## config.mk

```make
export PLATFORM = sky130hd
export DESIGN_NAME = cxa_front
export DESIGN_NICKNAME = d
export VERILOG_FILES = /design/src/rtl/cxa_pkg.sv /design/src/rtl/cxa_front.sv
export SDC_FILE = /design/constraint.sdc
export NUM_CORES = 1
export LEC_CHECK = 0
export ABC_AREA = 1
export BUFFER_PORTS_ARGS = -buffer_cell sky130_fd_sc_hd__buf_4
export CORE_UTILIZATION = 55
export CTS_BUF_LIST = sky130_fd_sc_hd__clkbuf_16
export DETAILED_ROUTE_END_ITERATION = 12
export PLACE_DENSITY = 0.82
export SYNTH_ARGS = -nofsm -noshare
export SYNTH_HDL_FRONTEND = slang
export SYNTH_SLANG_ARGS = --single-unit
```

## constraint.sdc

```tcl
create_clock -name clk -period 4.7 [get_ports clk]
set_input_delay 0.47 -clock clk [delete_from_list [all_inputs] [get_ports clk]]
set_output_delay 0.47 -clock clk [all_outputs]
set_load 0.005 [all_outputs]
```

## src/rtl/cxa_pkg.sv

```systemverilog
// Shared types and constants for the col2im accumulator.
// Used by the front, queue, back and top modules; depends on nothing.
package cxa_pkg;

    localparam int unsigned IMAGE_WORDS_DEF = 65536;
    localparam int unsigned VALUE_BITS_DEF  = 16;
    localparam int unsigned QUEUE_DEPTH_DEF = 2;
    localparam int unsigned ADDR_W          = 20;

    typedef enum logic [1:0] {
        OP_START = 2'd0,
        OP_PUSH  = 2'd1,
        OP_READ  = 2'd2
    } op_t;

    typedef enum logic [2:0] {
        REG_CHANNELS    = 3'd0,
        REG_IMAGE_SIZE  = 3'd1,
        REG_COL_SIZE    = 3'd2,
        REG_KERNEL_SIZE = 3'd3,
        REG_PADDING     = 3'd4,
        REG_STRIDE      = 3'd5,
        REG_DILATION    = 3'd6
    } reg_index_t;

    typedef enum logic [1:0] {
        CMD_CLEAR,
        CMD_ADD,
        CMD_READ
    } cmd_kind_t;

    typedef enum logic [2:0] {
        F_IDLE,
        F_GEOM,
        F_MUL1,
        F_MUL2,
        F_ISSUE
    } front_state_t;

    typedef enum logic [1:0] {
        B_CLEAR,
        B_IDLE,
        B_ADD,
        B_READ
    } back_state_t;

    typedef struct packed {
        op_t                operation;
        logic signed [15:0] column_value;
        logic [15:0]        read_index;
    } in_item_t;

    typedef struct packed {
        logic signed [31:0] image_value;
        logic [15:0]        image_index;
        logic               columns_complete;
        logic               dropped_flag;
    } out_item_t;

    typedef struct packed {
        logic [7:0]  channels;
        logic [15:0] image_size;
        logic [15:0] col_size;
        logic [7:0]  kernel_size;
        logic [7:0]  padding;
        logic [7:0]  stride;
        logic [7:0]  dilation;
    } cfg_t;

    typedef struct packed {
        cmd_kind_t          kind;
        logic [ADDR_W-1:0]  addr;
        logic signed [31:0] value;
        logic [15:0]        index;
        logic               in_range;
        logic               complete;
        logic               dropped;
    } cmd_t;

endpackage

```

## src/rtl/cxa_front.sv

```systemverilog
// Front of the accumulator: takes requests, keeps the column position counters
// and status marks, computes image addresses and issues commands. Depends on cxa_pkg.
module cxa_front #(
    parameter int unsigned IMAGE_WORDS = cxa_pkg::IMAGE_WORDS_DEF,
    parameter int unsigned VALUE_BITS  = cxa_pkg::VALUE_BITS_DEF
) (
    input  logic             clk,
    input  logic             rst_n,
    input  cxa_pkg::cfg_t    cfg,
    input  logic             in_valid,
    output logic             in_stall,
    input  cxa_pkg::in_item_t in_data,
    output logic             cmd_push,
    output cxa_pkg::cmd_t    cmd_out,
    input  logic             cmd_full
);

    localparam int unsigned SHIFT = 32 - VALUE_BITS;

    cxa_pkg::front_state_t state_reg, state_next;
    logic [3:0]  kcol_reg, kcol_next;
    logic [3:0]  krow_reg, krow_next;
    logic [7:0]  chan_reg, chan_next;
    logic [7:0]  grow_reg, grow_next;
    logic [7:0]  gcol_reg, gcol_next;
    logic        done_reg, done_next;
    logic        dropped_reg, dropped_next;

    cxa_pkg::cmd_t cmd_reg, cmd_next;
    logic [7:0]  row_reg, row_next;
    logic [7:0]  col_reg, col_next;
    logic [7:0]  ch_reg, ch_next;
    logic [16:0] lin_reg, lin_next;
    logic [24:0] idx_reg, idx_next;

    logic [7:0]  img_h, img_w;
    logic        nothing_expected, complete;
    logic [31:0] raw, shifted;
    logic signed [31:0] value;
    logic [14:0] row_c, col_c;
    logic        in_bounds, too_big;
    logic        c0, c1, c2, c3;

    assign img_h = cfg.image_size[15:8];
    assign img_w = cfg.image_size[7:0];
    assign nothing_expected = (cfg.channels == '0) || (cfg.col_size[15:8] == '0) ||
        (cfg.col_size[7:0] == '0) || (cfg.kernel_size[7:4] == '0) ||
        (cfg.kernel_size[3:0] == '0);
    assign complete = done_reg || nothing_expected;

    assign raw     = {16'b0, in_data.column_value};
    assign shifted = raw << SHIFT;
    assign value   = $signed(shifted) >>> SHIFT;

    assign row_c = 15'(grow_reg * cfg.stride[7:4]) + 15'(krow_reg * cfg.dilation[7:4])
        - 15'(cfg.padding[7:4]);
    assign col_c = 15'(gcol_reg * cfg.stride[3:0]) + 15'(kcol_reg * cfg.dilation[3:0])
        - 15'(cfg.padding[3:0]);
    assign in_bounds = !row_c[14] && (row_c[13:0] < 14'(img_h)) &&
        !col_c[14] && (col_c[13:0] < 14'(img_w));
    assign too_big = (32'(idx_reg) >= 32'(IMAGE_WORDS));

    assign in_stall = (state_reg != cxa_pkg::F_IDLE);
    assign cmd_out  = cmd_reg;

    assign c0 = (9'(gcol_reg) + 9'd1 >= 9'(cfg.col_size[7:0]));
    assign c1 = (9'(grow_reg) + 9'd1 >= 9'(cfg.col_size[15:8]));
    assign c2 = (5'(kcol_reg) + 5'd1 >= 5'(cfg.kernel_size[3:0]));
    assign c3 = (5'(krow_reg) + 5'd1 >= 5'(cfg.kernel_size[7:4]));

    always_comb
    begin
        state_next   = state_reg;
        kcol_next    = kcol_reg;
        krow_next    = krow_reg;
        chan_next    = chan_reg;
        grow_next    = grow_reg;
        gcol_next    = gcol_reg;
        done_next    = done_reg;
        dropped_next = dropped_reg;
        cmd_next     = cmd_reg;
        row_next     = row_reg;
        col_next     = col_reg;
        ch_next      = ch_reg;
        lin_next     = lin_reg;
        idx_next     = idx_reg;
        cmd_push     = 1'b0;

        case (state_reg)
            cxa_pkg::F_IDLE:
            begin
                if (in_valid)
                begin
                    case (in_data.operation)
                        cxa_pkg::OP_START:
                        begin
                            kcol_next     = '0;
                            krow_next     = '0;
                            chan_next     = '0;
                            grow_next     = '0;
                            gcol_next     = '0;
                            done_next     = 1'b0;
                            dropped_next  = 1'b0;
                            cmd_next      = '0;
                            cmd_next.kind = cxa_pkg::CMD_CLEAR;
                            state_next    = cxa_pkg::F_ISSUE;
                        end
                        cxa_pkg::OP_PUSH:
                        begin
                            if (complete)
                            begin
                                dropped_next = 1'b1;
                            end
                            else
                            begin
                                cmd_next       = '0;
                                cmd_next.kind  = cxa_pkg::CMD_ADD;
                                cmd_next.value = value;
                                state_next     = cxa_pkg::F_GEOM;
                            end
                        end
                        cxa_pkg::OP_READ:
                        begin
                            cmd_next          = '0;
                            cmd_next.kind     = cxa_pkg::CMD_READ;
                            cmd_next.addr     = cxa_pkg::ADDR_W'(in_data.read_index);
                            cmd_next.index    = in_data.read_index;
                            cmd_next.in_range =
                                (32'(in_data.read_index) < 32'(IMAGE_WORDS));
                            cmd_next.complete = complete;
                            cmd_next.dropped  = dropped_reg;
                            state_next        = cxa_pkg::F_ISSUE;
                        end
                        default:
                        begin
                        end
                    endcase
                end
            end
            cxa_pkg::F_GEOM:
            begin
                row_next = row_c[7:0];
                col_next = col_c[7:0];
                ch_next  = chan_reg;
                gcol_next = c0 ? '0 : gcol_reg + 1'b1;
                if (c0)
                begin
                    grow_next = c1 ? '0 : grow_reg + 1'b1;
                    if (c1)
                    begin
                        kcol_next = c2 ? '0 : kcol_reg + 1'b1;
                        if (c2)
                        begin
                            krow_next = c3 ? '0 : krow_reg + 1'b1;
                            if (c3)
                            begin
                                if (9'(chan_reg) + 9'd1 >= 9'(cfg.channels))
                                begin
                                    chan_next = '0;
                                    done_next = 1'b1;
                                end
                                else
                                begin
                                    chan_next = chan_reg + 1'b1;
                                end
                            end
                        end
                    end
                end
                state_next = in_bounds ? cxa_pkg::F_MUL1 : cxa_pkg::F_IDLE;
            end
            cxa_pkg::F_MUL1:
            begin
                lin_next   = 17'(ch_reg * img_h) + 17'(row_reg);
                state_next = cxa_pkg::F_MUL2;
            end
            cxa_pkg::F_MUL2:
            begin
                idx_next      = 25'(lin_reg * img_w) + 25'(col_reg);
                cmd_next.addr = cxa_pkg::ADDR_W'(idx_next);
                state_next    = cxa_pkg::F_ISSUE;
            end
            cxa_pkg::F_ISSUE:
            begin
                if (cmd_reg.kind == cxa_pkg::CMD_ADD && too_big)
                begin
                    dropped_next = 1'b1;
                    state_next   = cxa_pkg::F_IDLE;
                end
                else if (!cmd_full)
                begin
                    cmd_push   = 1'b1;
                    state_next = cxa_pkg::F_IDLE;
                end
            end
            default:
            begin
                state_next = cxa_pkg::F_IDLE;
            end
        endcase
    end

    always_ff @(posedge clk or negedge rst_n)
    begin
        if (!rst_n)
        begin
            state_reg   <= cxa_pkg::F_IDLE;
            kcol_reg    <= '0;
            krow_reg    <= '0;
            chan_reg    <= '0;
            grow_reg    <= '0;
            gcol_reg    <= '0;
            done_reg    <= 1'b0;
            dropped_reg <= 1'b0;
        end
        else
        begin
            state_reg   <= state_next;
            kcol_reg    <= kcol_next;
            krow_reg    <= krow_next;
            chan_reg    <= chan_next;
            grow_reg    <= grow_next;
            gcol_reg    <= gcol_next;
            done_reg    <= done_next;
            dropped_reg <= dropped_next;
        end
    end

    always_ff @(posedge clk)
    begin
        cmd_reg <= cmd_next;
        row_reg <= row_next;
        col_reg <= col_next;
        ch_reg  <= ch_next;
        lin_reg <= lin_next;
        idx_reg <= idx_next;
    end

endmodule

```

==> qor.txt <==
most common cell in the netlist -> inv_1
EDFF count, synth -> 106
clk_skew -> 0.0132 ns
f_max -> 0.212 GHz
Primary FF master, synth -> edfxtp_1
crit path time final -> 4.71 ns
via count -> 15700
clk sinks -> 143
synth cell count leaders -> inv_1, nand2_1, ha_1, fa_1, edfxtp_1
fin nets -> 3133
failing checks -> negative setup slack
CP Max Fanout -> 4
total wire length -> 45600 um
core region area -> 0.0336 sq mm
area leader, netlist -> fa_1
Max Slew Vio Count -> 0
Slew @ Worst Pin -> 1.13 ns
Max Buffers Root-to-Sink -> 2
Syn Std Cell Area -> 0.0188 sq mm
worst reg2reg path depth -> 22
max reg flops -> 56
# fillers -> 2657
Power Total -> 12000 uW
static leakage -> 0.0128 uW
slowest stage delay, CP -> 0.53 ns
top cell type's share of synthesized area -> 22.6%
first-pass GRT wire length -> 74800 um
drt first-iter violations -> 1098
# setup viols final -> 1
Global Route Usage Sum -> 26.4%
crit path capture type -> register
count of final hold-check violations -> 0
Die W -> 187 um
vias in the first global route -> 16100
#FFs+latches synth -> 143
syn_area_per_cell -> 7.92 sq um
Critical Path Start -> grow_reg[1]
Worst EP arrival -> 5.08 ns
Most Frequent Cell on Critical Path -> fa_1
I/O Buffers -> 184
register area -> 0.00411 sq mm
cts hold-fix bufs -> 0
DRT antenna net count -> 0
slew margin rel. -> 24.5%
CTS tree -> done
peak supply drop -> 485 uV
RSZ-0062 raised after global routing -> yes
Post-synth ARST share -> 25.9%
CTS Buf Count -> 17
final core utilization -> 65.6%
Post-DP HPWL -> 36200 um
synthesis-to-layout area growth -> 17.3%
synth unique cells -> 52
Clk Latency, worst-skew pair -> 0.45 ns
syn nets -> 2911
Die H -> 187 um
Max-Cap Viols -> 0
launch point of the worst reg-to-reg path -> grow_reg[1]
largest net degree at the start of global routing -> 38
setup ws final -> -0.0135 ns
Initial Utilization -> 56.0%
Residual DRC -> 0
initial antenna violation count -> 0
startpoint types -> register
HP Class -> primary input to asynchronous set/reset pin
diodes inserted -> 0
fraction of layout cells with a size suffix above 1 -> 15.9%
die area -> 0.0349 sq mm
CP required -> 5.07 ns
Overflow after GRT -> 0
CP Class -> register to register
H-tree level count -> 4
row cnt -> 67
outcome -> finished, violations left
Root Buffer Master -> clkbuf_16
1st-pass router iterations -> 6
critical-path cell list -> buf_4 > nand2_1 > fa_1 > inv_1 > fa_1 > inv_1 > fa_1 > fa_1 > inv_2 > ha_4 > nand3_2 > nand3_4 > xor2_2 > ha_1 > a21o_1 > nor2_1 > nand2_1 > nand2_1 > nand3_1 > nor2_1 > nand4_1 > o21bai_1
Post-Synthesis Cells -> 2375
WL/cell -> 14.9 um
register area share after synthesis -> 21.8%
synthesis warning total -> 0
fin crit share -> 100%
largest cells by area after synthesis -> fa_1, edfxtp_1, ha_1, inv_1, nand2_1
vias per std cell -> 5.15
pwr/cell area -> 543 mW/mm^2
clk slew on worst S/H paths -> 0.07 ns
# IOs -> 185
gpl congestion -> 0.906
area occupied by multi-input gates -> 0.0121 sq mm
crit path max-delay cell type -> fa_1
[placed cells by master, fill, tap and decap left out, drive strengths merged, types with 18 or more instances in the layout]
cell    instances
o21ai          49
edfxtp        106
nand4          27
xor2           36
nor3           18
nand2         606
inv           659
ha            214
nand3          73
dfrtp          37
buf           296
fa            212
nor2          101
a21oi          62
[stage by stage]
stage	setup slack (ns)	TNS (ns)	hold slack (ns)	cells	area, sq um
floorplan	-0.00383	-0.00383	0.174	2375	18800
global placement	-0.239	-0.239	0.471	3000	21000
detailed placement	-0.309	-0.320	0.475	3000	21000
CTS	0.00409	0	0.0258	3034	21700
global route	-0.255	-0.318	0.0558	3058	22100
finish	-0.0135	-0.0135	0.0323	3058	22100
[final timing paths]
| check | end | slack [ns] |
|---|---|---|
| worst max-delay path | state_reg[1] | -0.01 |
| worst min-delay path | state_reg[0] | 0.03 |
| worst max register to register | state_reg[1] | -0.01 |
| worst min register to register | dropped_reg | 0.49 |
| max in group asynchronous | grow_reg[0] | 4.28 |
| min in group clk | cmd_out[19] | 0.28 |
[cell families after synthesis]
| logic type | count (synthesis) | synth area share, % |
|---|---|---|
| DFF | 143 | 21.8 |
| adders and majority gates | 426 | 36.8 |
| AOI/OAI and AO/OA | 157 | 4.88 |
| and+or+nand+nor | 852 | 18.8 |
| xor gates and xnor gates | 51 | 2.37 |
| buffers and inverters | 746 | 15.3 |
[cell type report]
type                            count  area share (%)
Multi-Input combinational cell   1486            54.9
Sequential cell                   143            18.6
Inverter                          653            11.1
Timing Repair Buffer              296            10.1
Tap cell                          448            2.54
Clock buffer                       17            1.93
Clock inverter                     15           0.833
[critical path, delay by kind of cell, from the launching register on]
kind	cells	cell delay [ns]
buffers and inverters	4	0.32
DFF	1	0.42
adders and majority gates	6	2.51
xor gates and xnor gates	1	0.17
AOI/OAI and AO/OA	2	0.34
and+or+nand+nor	9	0.87
[per-layer routing]
| layer | share of wire, % | global-route usage, % |
|---|---|---|
| met4 | 2.9 | 8.26 |
| met1 | 39 | 31.0 |
| met5 | 0 | 0 |
| met3 | 5.3 | 3.13 |
| met2 | 52 | 49.8 |
[what timing repair did]
item | CTS | global route
pin swaps | 8 | 30
endpoints found under the hold margin | 0 | 0
buffers inserted | 2 | 24
endpoints found under the setup margin | 1 | 13
gates resized for setup | 8 | 46
[power by group]
group	internal (uW)	switching, uW
logic	3520	4920
clock network	722	687
registers	1960	175
total	6190	5780
No activity file was read; power rests on OpenSTA's default activity.
