--- config.mk ---
export PLATFORM = sky130hd
export DESIGN_NAME = cxa_queue
export DESIGN_NICKNAME = d
export VERILOG_FILES = /design/src/rtl/cxa_pkg.sv /design/src/rtl/cxa_queue.sv
export SDC_FILE = /design/constraint.sdc
export NUM_CORES = 1
export LEC_CHECK = 0
export ABC_AREA = 1
export BUFFER_PORTS_ARGS = -buffer_cell sky130_fd_sc_hd__buf_2
export CAP_MARGIN = 15
export CORE_MARGIN = 4
export CORE_UTILIZATION = 35
export CTS_CLUSTER_SIZE = 8
export DETAILED_ROUTE_END_ITERATION = 12
export PLACE_DENSITY = 0.6
export SLEW_MARGIN = 10
export SYNTH_ARGS = -nofsm -noshare
export SYNTH_HDL_FRONTEND = slang
export SYNTH_SLANG_ARGS = --single-unit
--- constraint.sdc ---
create_clock -name clk -period 4.2 [get_ports clk]
set_input_delay 0.63 -clock clk [delete_from_list [all_inputs] [get_ports clk]]
set_output_delay 0.63 -clock clk [all_outputs]
set_load 0.005 [all_outputs]
--- src/rtl/cxa_pkg.sv ---
// Shared types and constants for the col2im accumulator.
// Used by the front, queue, back and top modules; depends on nothing.
package cxa_pkg;

    localparam int unsigned IMAGE_WORDS_DEF = 65536;
    localparam int unsigned VALUE_BITS_DEF  = 16;
    localparam int unsigned QUEUE_DEPTH_DEF = 2;
    localparam int unsigned ADDR_W          = 20;

    typedef enum logic [1:0] {
        OP_START = 2'd0,
        OP_PUSH  = 2'd1,
        OP_READ  = 2'd2
    } op_t;

    typedef enum logic [2:0] {
        REG_CHANNELS    = 3'd0,
        REG_IMAGE_SIZE  = 3'd1,
        REG_COL_SIZE    = 3'd2,
        REG_KERNEL_SIZE = 3'd3,
        REG_PADDING     = 3'd4,
        REG_STRIDE      = 3'd5,
        REG_DILATION    = 3'd6
    } reg_index_t;

    typedef enum logic [1:0] {
        CMD_CLEAR,
        CMD_ADD,
        CMD_READ
    } cmd_kind_t;

    typedef enum logic [2:0] {
        F_IDLE,
        F_GEOM,
        F_MUL1,
        F_MUL2,
        F_ISSUE
    } front_state_t;

    typedef enum logic [1:0] {
        B_CLEAR,
        B_IDLE,
        B_ADD,
        B_READ
    } back_state_t;

    typedef struct packed {
        op_t                operation;
        logic signed [15:0] column_value;
        logic [15:0]        read_index;
    } in_item_t;

    typedef struct packed {
        logic signed [31:0] image_value;
        logic [15:0]        image_index;
        logic               columns_complete;
        logic               dropped_flag;
    } out_item_t;

    typedef struct packed {
        logic [7:0]  channels;
        logic [15:0] image_size;
        logic [15:0] col_size;
        logic [7:0]  kernel_size;
        logic [7:0]  padding;
        logic [7:0]  stride;
        logic [7:0]  dilation;
    } cfg_t;

    typedef struct packed {
        cmd_kind_t          kind;
        logic [ADDR_W-1:0]  addr;
        logic signed [31:0] value;
        logic [15:0]        index;
        logic               in_range;
        logic               complete;
        logic               dropped;
    } cmd_t;

endpackage

--- src/rtl/cxa_queue.sv ---
// Short command queue between the front and the back of the accumulator.
// Depends on cxa_pkg.
module cxa_queue #(
    parameter int unsigned DEPTH = cxa_pkg::QUEUE_DEPTH_DEF
) (
    input  logic          clk,
    input  logic          rst_n,
    input  logic          push,
    input  cxa_pkg::cmd_t push_cmd,
    input  logic          pop,
    output cxa_pkg::cmd_t head,
    output logic          full,
    output logic          empty
);

    localparam int unsigned PW = (DEPTH > 1) ? $clog2(DEPTH) : 1;
    localparam int unsigned CW = $clog2(DEPTH + 1);

    cxa_pkg::cmd_t  entries [DEPTH];
    logic [PW-1:0]  wr_ptr_reg, wr_ptr_next;
    logic [PW-1:0]  rd_ptr_reg, rd_ptr_next;
    logic [CW-1:0]  count_reg, count_next;

    assign full  = (count_reg == CW'(DEPTH));
    assign empty = (count_reg == '0);
    assign head  = entries[rd_ptr_reg];

    always_comb
    begin
        wr_ptr_next = wr_ptr_reg;
        rd_ptr_next = rd_ptr_reg;
        count_next  = count_reg;
        if (push)
        begin
            wr_ptr_next = (wr_ptr_reg == PW'(DEPTH - 1)) ? '0 : wr_ptr_reg + 1'b1;
        end
        if (pop)
        begin
            rd_ptr_next = (rd_ptr_reg == PW'(DEPTH - 1)) ? '0 : rd_ptr_reg + 1'b1;
        end
        if (push && !pop)
        begin
            count_next = count_reg + 1'b1;
        end
        else if (pop && !push)
        begin
            count_next = count_reg - 1'b1;
        end
    end

    always_ff @(posedge clk or negedge rst_n)
    begin
        if (!rst_n)
        begin
            wr_ptr_reg <= '0;
            rd_ptr_reg <= '0;
            count_reg  <= '0;
        end
        else
        begin
            wr_ptr_reg <= wr_ptr_next;
            rd_ptr_reg <= rd_ptr_next;
            count_reg  <= count_next;
        end
    end

    always_ff @(posedge clk)
    begin
        if (push)
        begin
            entries[wr_ptr_reg] <= push_cmd;
        end
    end

endmodule

==> results of run 1 <==
-- critical path, stage by stage, from the launching register on --
cell and delay [ns]:
dfrtp_4 0.95, buf_4 0.45, mux2_4 0.33, buf_2 0.13
-- how the worst max path moves through the flow --
| stage | end | from | slack [ns] | cells after the start |
|---|---|---|---|---|
| floorplan | entries[0][0] | push | 1.23 | 2 |
| global placement | head[56] | rd_ptr_reg | 1.68 | 3 |
| detailed placement | head[14] | rd_ptr_reg | 1.66 | 3 |
| CTS | head[14] | rd_ptr_reg | 1.19 | 3 |
| global route | head[13] | rd_ptr_reg | 1.14 | 3 |
| finish | head[14] | rd_ptr_reg | 1.27 | 3 |
-- cell usage in the layout, fill, tap and decap left out, types with 4 or more instances in the layout --
| cell | Yosys | final |
|---|---|---|
| buf_2 | 1 | 151 |
| mux2_2 | 13 | 13 |
| clkinv_1 | 0 | 5 |
| clkbuf_16 | 0 | 17 |
| inv_1 | 7 | 6 |
| buf_4 | 0 | 4 |
| edfxtp_1 | 146 | 146 |
| mux2_4 | 60 | 60 |
| nand2_1 | 5 | 5 |
-- routing by layer --
layer  global-route usage, %  vias up  share of wire [%]
met5                       0        -               0.19
met4                    4.70        2                1.7
met3                    5.59       15                8.6
met2                    19.7       97                 52
met1                    12.6     1349                 38
li1                        -     1325                  -
-- power groups by stage --
| stage | sequential (mW) | clock, mW | combinational, mW |
|---|---|---|---|
| finish | 2.18 | 1.46 | 1.25 |
| global placement | 2.21 | 0 | 1.27 |
| floorplan | 2.09 | 0 | 0.938 |
| detailed placement | 2.22 | 0 | 1.28 |
| global route | 2.22 | 1.57 | 1.36 |
| CTS | 2.20 | 1.50 | 1.29 |
-- area by class of cell --
type | instances | area [um^2]
fillers | 1399 | 8640
flip-flops and latches | 150 | 4490
clock buffers | 19 | 433
multi-input cells | 87 | 1130
repair buffers | 157 | 816
inverters | 7 | 27.5
well taps | 216 | 270
clock inverters | 12 | 136
-- through the flow --
| step | utilization, % | worst slack [ns] | instances | hold slack (ns) | cell area (um^2) |
|---|---|---|---|---|---|
| final | 45.8 | 1.27 | 648 | 0.401 | 7310 |
| after global placement | 42.2 | 1.68 | 616 | 0.441 | 6730 |
| after CTS | 45.8 | 1.19 | 648 | 0.377 | 7310 |
| after global routing | 45.8 | 1.14 | 648 | 0.374 | 7310 |
| after floorplan | - | 1.23 | 252 | 0.334 | 5720 |
| after detailed placement | 42.2 | 1.66 | 616 | 0.444 | 6730 |
-- synth_stat cells, drive strengths merged --
cell    number
xnor2        1
xor2         2
nor2         3
nand2        5
ha           1
edfxtp     146
dfrtp        4
nand4        1
inv          7
buf          8
nand3        1
mux2        73
-- cells by family after synthesis --
group | count (synthesis) | share of synthesized area, %
xor+xnor | 3 | 0.459
buf+inv | 15 | 1.92
mux | 73 | 18.3
simple gates | 10 | 0.722
fa+ha+maj | 1 | 0.219
flops | 150 | 78.4
==> results.cfg, run 1 <==
[clock_tree]
clk_latency_ns = 0.41
cts_hold_buf = 1
post_cts_resized = 0
htreeDepth = 4
cts_buffers = 17
tritoncts = built
cts_setup_buffers = 0
clock-sinks = 150
cts-root-buf = clkbuf_16
cts.clk_slew.worst_paths_ns = 0.06
clockBufferDepth = 2

[routing]
ant_nets = 0
route.detailed.drc = 0
drt-total-wl_mm = 10.3
drtIter0Drc = 102
route.detailed.wl_per_inst_um = 15.9
vias = 2788
drt_first_pass_iters = 4
vias_per_cell = 4.30

[logic_synthesis]
synth_area_leaders = edfxtp_1, mux2_4, mux2_2, dfrtp_1, buf_6
synth_top_area_share_pct = 76.6
synth_fp_nets = 330
synthesis.area_um2 = 5720
post_synth_num_cell_types = 14
synth.avg_cell_area_um2 = 22.7
synth_cells = 252
synth_seq_cells = 150
yosysWarnings = 0
yosysTopAreaCell = edfxtp_1
yosysSeqAreaShare_pct = 78.4

[die]
boundaryPins = 152
fp.dieH_um = 136
die_w_um = 136
core_area_um2 = 15900
initial_utilization_pct = 35.9
die-area_um2 = 18500
rows = 46

[sta]
slew_viol_final = 0
max_clock_freq_ghz = 0.341
rsz0062_at_grt = false
fin_worst_skew_ns = 0.00863
post-route-period-util_pct = 69.8
finalHoldViolations = 0
setup_viol = 0
worst_slew_pin_slew_ns = 0.812
relSlewSlack_pct = 45.8
finalSetupTns_ns = 0
min_period_ns = 2.93

[power]
power_density_nw_per_um2 = 670
p_leak_nw = 2.94
comb_power_share_pct = 25.5
power.total_mw = 4.90
internal_power_mw = 3.65
power.share.clock_pct = 29.9
seqPwrFrac_pct = 44.6
swShare_pct = 25.5
power.switching_mw = 1.25
vdd.ir_drop.worst_mv = 0.391

[worst_hold_path]
hold_path.startpoint = push_cmd[28]
min_path_cells = 1
min_path_type = in -> reg
hold_end = entries[0][28]

[placement]
gp_congestion = 0.708
io_buffer_count = 151
dp.final_hpwl_mm = 6.85

[worst_setup_path]
timing.rr.start = wr_ptr_reg
reg2reg_depth = 3
reg2reg_slack_ns = 2.28
worstPathRequired_ns = 3.57
critPathCaptureType = output port
critical_path_class = reg -> out
r2r_end = entries[1][57]
cp-start-kind = flop
critPathArrivalTime_ns = 2.30
worstPathMaxFanout = 45

[cells_and_area]
layout.nets = 498
largest_reg_flops = 146
drive_gt1_share_pct = 59.3
syn_to_final_growth_pct = 27.7
num_antenna_cells = 0

[grt]
antenna_found_initial = 1
grt_pass1_wl_mm = 15.8
grt_pass1_vias = 3067
grt_max_degree = 60
grt_overflow = 0
track_usage_pct = 11.6

[flow_run]
maxCapViolations = 0

[status]
status = complete, no violations
(Power assumes the default switching activity.)
==> run 2: changes to the inputs <==
==> constraint.sdc (replaced) <==
create_clock -name clk -period 2.45 [get_ports clk]
set_input_delay 0.3675 -clock clk [delete_from_list [all_inputs] [get_ports clk]]
set_output_delay 0.3675 -clock clk [all_outputs]
set_load 0.005 [all_outputs]
==> results.cfg, run 2 (synthesized netlist as in run 1, its figures left out) <==
[status]
status = complete, no violations

[routing]
drtIter0Drc = 149
met3_length_um = 802
route.detailed.wl_per_inst_um = 16.1
top_layer_used = met4
ant_nets = 0
drt_first_pass_iters = 4
drt-total-wl_mm = 10.4
vias_per_cell = 4.32
route.detailed.drc = 0
vias = 2797
wl_met1_mm = 4.09
wl_met2_mm = 5.42

[power]
power.switching_mw = 2.13
seqPwrFrac_pct = 42.9
power_density_nw_per_um2 = 1140
internal_power_mw = 6.17
swShare_pct = 25.7
power.share.clock_pct = 28.7
vdd.ir_drop.worst_mv = 0.517
comb_power_share_pct = 28.4
p_leak_nw = 2.93

[sta]
post-route-period-util_pct = 85.4
fin_worst_skew_ns = 0.00376
finalSetupTns_ns = 0
setup_viol = 0
slew_viol_final = 0
max_clock_freq_ghz = 0.478
finalHoldViolations = 0
min_period_ns = 2.09
worst_slew_pin_slew_ns = 0.539
rsz0062_at_grt = false
relSlewSlack_pct = 64.1

[worst_setup_path]
reg2reg_slack_ns = 1.06
critPathMaxStageDelay_ns = 0.45
slowest_stage = dfrtp_4
cp-start-kind = flop
reg2reg_depth = 2
critPathArrivalTime_ns = 1.73
timing.rr.start = wr_ptr_reg
worstPathRequired_ns = 2.08
critical_path_class = reg -> out
worstPathMaxFanout = 45
critPathCaptureType = output port
r2r_end = entries[0][52]
crit_chain = buf_12, mux2_2, buf_2

[worst_hold_path]
min_path_cells = 2
hold_path.startpoint = pop
hold_end = rd_ptr_reg
min_path_type = in -> reg

[cells_and_area]
num_antenna_cells = 0
final_area_um2 = 7300
multiInputGateArea_um2 = 1130
drive_gt1_share_pct = 59.7
syn_to_final_growth_pct = 27.6
fillerInstances = 1413
layout_commonest_cell = buf_2
layout.nets = 499
fin_cells = 648
area.sequential_um2 = 4490
layout_common_cells = buf_2, edfxtp_1, mux2_4, clkbuf_16, mux2_2
largest_reg_flops = 146

[grt]
grt_max_degree = 46
antenna_found_initial = 0
track_usage_pct = 11.7
grt_overflow = 0
grt_pass1_vias = 3172
grt_pass1_wl_mm = 15.8

[clock_tree]
tritoncts = built
cts_setup_buffers = 0
clk_latency_ns = 0.41
clock-sinks = 150
cts.clk_slew.worst_paths_ns = 0.06
htreeDepth = 4
clockBufferDepth = 2
cts_hold_buf = 1
cts_buffers = 17
post_cts_resized = 0
cts-root-buf = clkbuf_16

[die]
core_area_um2 = 15900
boundaryPins = 152
fp.dieH_um = 136
rows = 46
die_w_um = 136
die-area_um2 = 18500
initial_utilization_pct = 35.9

[placement]
dp.final_hpwl_mm = 6.89
io_buffer_count = 151
gp_congestion = 0.699
postPlaceCellArea_um2 = 6750
dp.cells = 617

[flow_run]
maxCapViolations = 0
-- run 2: changes by cell type in the layout (fill, tap and decap cells not counted), sizes merged --
| cell | delta |
|---|---|
| buf | +1 |
| clkinvlp | +3 |
| clkinv | -1 |
| bufinv | -1 |
| clkbuf | -2 |
-- run 2: worst max-delay path: cells and delay by family (launching register included) --
family / cells / cell delay, ns
DFF: 1 / 0.45
buffers and inverters: 2 / 0.41
muxes: 1 / 0.38
-- run 2: final cells by class --
type	count	area share [%]
Multi-Input combinational cell	87	15.5
Timing Repair Buffer	158	11.5
Inverter	7	0.377
Sequential cell	150	61.5
Clock buffer	17	5.83
Tap cell	216	3.70
Clock inverter	13	1.59
-- run 2: stage by stage --
stage	total power [mW]	setup WS [ns]	hold WS (ns)	utilization, %
finish	8.30	0.357	0.143	45.8
global route	8.76	0.286	0.117	45.8
CTS	8.47	0.327	0.113	45.8
detailed placement	6.05	0.788	0.184	42.3
global placement	6.00	0.803	0.182	42.3
floorplan	5.19	0.136	0.0719	-
-- run 2: layer usage --
metal	vias up	global-route usage [%]
met3	8	4.89
met1	1368	13.0
met2	99	19.7
met4	0	4.70
li1	1322	-
met5	-	0
-- run 2: how the worst max path moves through the flow --
stage / depth (start not counted) / endpoint / slack [ns] / startpoint
after floorplan: 2 / entries[1][0] / 0.14 / wr_ptr_reg
after global placement: 3 / head[52] / 0.80 / rd_ptr_reg
after detailed placement: 3 / head[53] / 0.79 / rd_ptr_reg
after CTS: 3 / head[57] / 0.33 / rd_ptr_reg
after global routing: 3 / head[52] / 0.29 / rd_ptr_reg
final: 3 / head[57] / 0.36 / rd_ptr_reg
-- run 2: power by group through the flow --
stage | logic (mW) | clock network (mW) | registers, mW
CTS | 2.44 | 2.47 | 3.57
floorplan | 1.61 | 0 | 3.58
global route | 2.58 | 2.58 | 3.60
detailed placement | 2.43 | 0 | 3.62
global placement | 2.41 | 0 | 3.59
finish | 2.36 | 2.38 | 3.56
==> run 3: changes to the inputs <==
--- a/config.mk
+++ b/config.mk
@@ -5,7 +5,6 @@
 export SDC_FILE = /design/constraint.sdc
 export NUM_CORES = 1
 export LEC_CHECK = 0
-export ABC_AREA = 1
 export BUFFER_PORTS_ARGS = -buffer_cell sky130_fd_sc_hd__buf_2
 export CAP_MARGIN = 15
 export CORE_MARGIN = 4
==> results.cfg, run 3 <==
[status]
status = complete, no violations

[sta]
fin_ws_ns = 0.236
slew_viol_final = 0
post-route-period-util_pct = 90.4
fin_worst_skew_ns = 0.00514
whs_ns = 0.148
min_period_ns = 2.21
finalHoldViolations = 0
setup_viol = 0
max_clock_freq_ghz = 0.452
finalSetupTns_ns = 0
worst_slew_pin_slew_ns = 0.436
rsz0062_at_grt = false
relSlewSlack_pct = 70.9

[logic_synthesis]
yosys.area_share.xor_xnor_pct = 0.768
yosysSeqAreaShare_pct = 78.6
synth-async-reset-ratio_pct = 2.67
synth_seq_cells = 150
synth.most_common_cell = edfxtp_1
yosys.area_share.simple_pct = 0.461
synth_area_leaders = edfxtp_1, mux2_4, mux2_2, dfrtp_1, buf_6
synthesis.area_um2 = 5700
synth_fp_nets = 321
yosysTopAreaCell = edfxtp_1
yosys.area_share.adder_pct = 0.219
synthMuxAreaShare_pct = 18.4
synth_top_family_by_area = multiplexers
synth_edf_count = 146
post_synth_num_cell_types = 13
synth_compound_area_share_pct = 0
synth-main-ff-cell = edfxtp_1
synthTopCellsByCount = edfxtp_1, mux2_4, mux2_2, buf_6
synth.avg_cell_area_um2 = 23.5
yosysWarnings = 0
synth_top_area_share_pct = 76.9
synth_cells = 243

[routing]
drtIter0Drc = 125
route.detailed.drc = 0
route.detailed.wl_per_inst_um = 16.2
ant_nets = 0
drt_first_pass_iters = 4
vias = 2749
vias_per_cell = 4.30
drt-total-wl_mm = 10.3

[cells_and_area]
largest_reg_flops = 146
fin_cells = 639
fillerInstances = 1430
layout_common_cells = buf_2, edfxtp_1, mux2_4, clkbuf_16, mux2_2
final_area_um2 = 7270
syn_to_final_growth_pct = 27.5
utilization_pct = 45.6
num_antenna_cells = 0
drive_gt1_share_pct = 60.0
layout.nets = 488
layout_commonest_cell = buf_2
area.sequential_um2 = 4490
multiInputGateArea_um2 = 1140

[worst_setup_path]
critPathCaptureType = output port
critPathArrivalTime_ns = 1.85
slowest_stage = dfrtp_4
crit_chain = buf_12, mux2_2, buf_2
cp-start-kind = flop
worstPathRequired_ns = 2.08
critPathMaxStageDelay_ns = 0.64
worstPathMaxFanout = 29
critical_path_class = reg -> out

[clock_tree]
htreeDepth = 4
cts_setup_buffers = 0
clock-sinks = 150
cts_buffers = 17
cts.clk_slew.worst_paths_ns = 0.06
clk_latency_ns = 0.40
tritoncts = built
clockBufferDepth = 2
cts-root-buf = clkbuf_16

[die]
core_area_um2 = 15900
die_w_um = 136
boundaryPins = 152
die-area_um2 = 18400
rows = 46
initial_utilization_pct = 35.8
fp.dieH_um = 136

[power]
power_density_nw_per_um2 = 1130
vdd.ir_drop.worst_mv = 0.496
p_leak_nw = 2.90
power.total_mw = 8.23

[grt]
grt_overflow = 0
track_usage_pct = 11.6
grt_max_degree = 74
grt_pass1_vias = 3125
grt_pass1_wl_mm = 15.8
antenna_found_initial = 0

[placement]
dp.final_hpwl_mm = 6.77
gp_congestion = 0.659
dp.cells = 606
pre_cts_slack_ns = 0.640
io_buffer_count = 151
postPlaceCellArea_um2 = 6740

[worst_hold_path]
min_path_type = in -> reg

[flow_run]
maxCapViolations = 0
-- run 3: layout make-up --
class / instances / share of cell area [%]
clock buffers: 20 / 6.00
clock inverters: 12 / 1.20
inverters: 1 / 0.0516
multi-input cells: 84 / 15.7
flip-flops and latches: 150 / 61.7
well taps: 216 / 3.72
repair buffers: 156 / 11.6
-- run 3: path summary, 6_finish.rpt --
kind                                   start             end  slack, ns  cells past startpoint
worst max-delay path              rd_ptr_reg        head[52]       0.24                      3
worst min-delay path            push_cmd[46]  entries[0][46]       0.15                      1
worst max register to register    wr_ptr_reg  entries[1][25]       0.89                      2
worst min register to register  count_reg[1]    count_reg[1]       0.50                      1
max in group asynchronous              rst_n      rd_ptr_reg       2.01                      2
min in group asynchronous              rst_n    count_reg[1]       0.31                      2
-- run 3: cells by family (layout without fill, tap and decap cells) --
group,Yosys count,after routing
DFF,150,150
xor gates and xnor gates,5,5
muxes,73,73
buffers and inverters,9,189
adders and majority gates,1,1
and+or+nand+nor,5,5
-- run 3: timing repair --
item                                   4_1_cts  5_1_grt
hold buffers                                 1        0
setup endpoints to repair                    0        0
endpoints found under the hold margin        4        0
resized for setup                            0        0
-- run 3: report_power, final --
group / total, mW / internal [mW] / switching (mW)
Sequential: 3.62 / 3.41 / 0.209
Combinational: 2.31 / 1.31 / 0.998
Clock: 2.30 / 1.37 / 0.924
Total: 8.23 / 6.09 / 2.13
-- run 3: critical path, delay by kind of cell (launching register included) --
kind | cells | cell delay [ns]
multiplexers | 1 | 0.37
buffers and inverters | 2 | 0.42
flip-flops | 1 | 0.64
-- run 3: metal layers --
layer,part of all wire (%),GRT usage (%),vias to the layer above
met5,0,0,-
met4,0.88,3.86,0
met3,7.9,5.20,8
met2,50,19.8,96
met1,42,12.8,1349
li1,-,-,1296
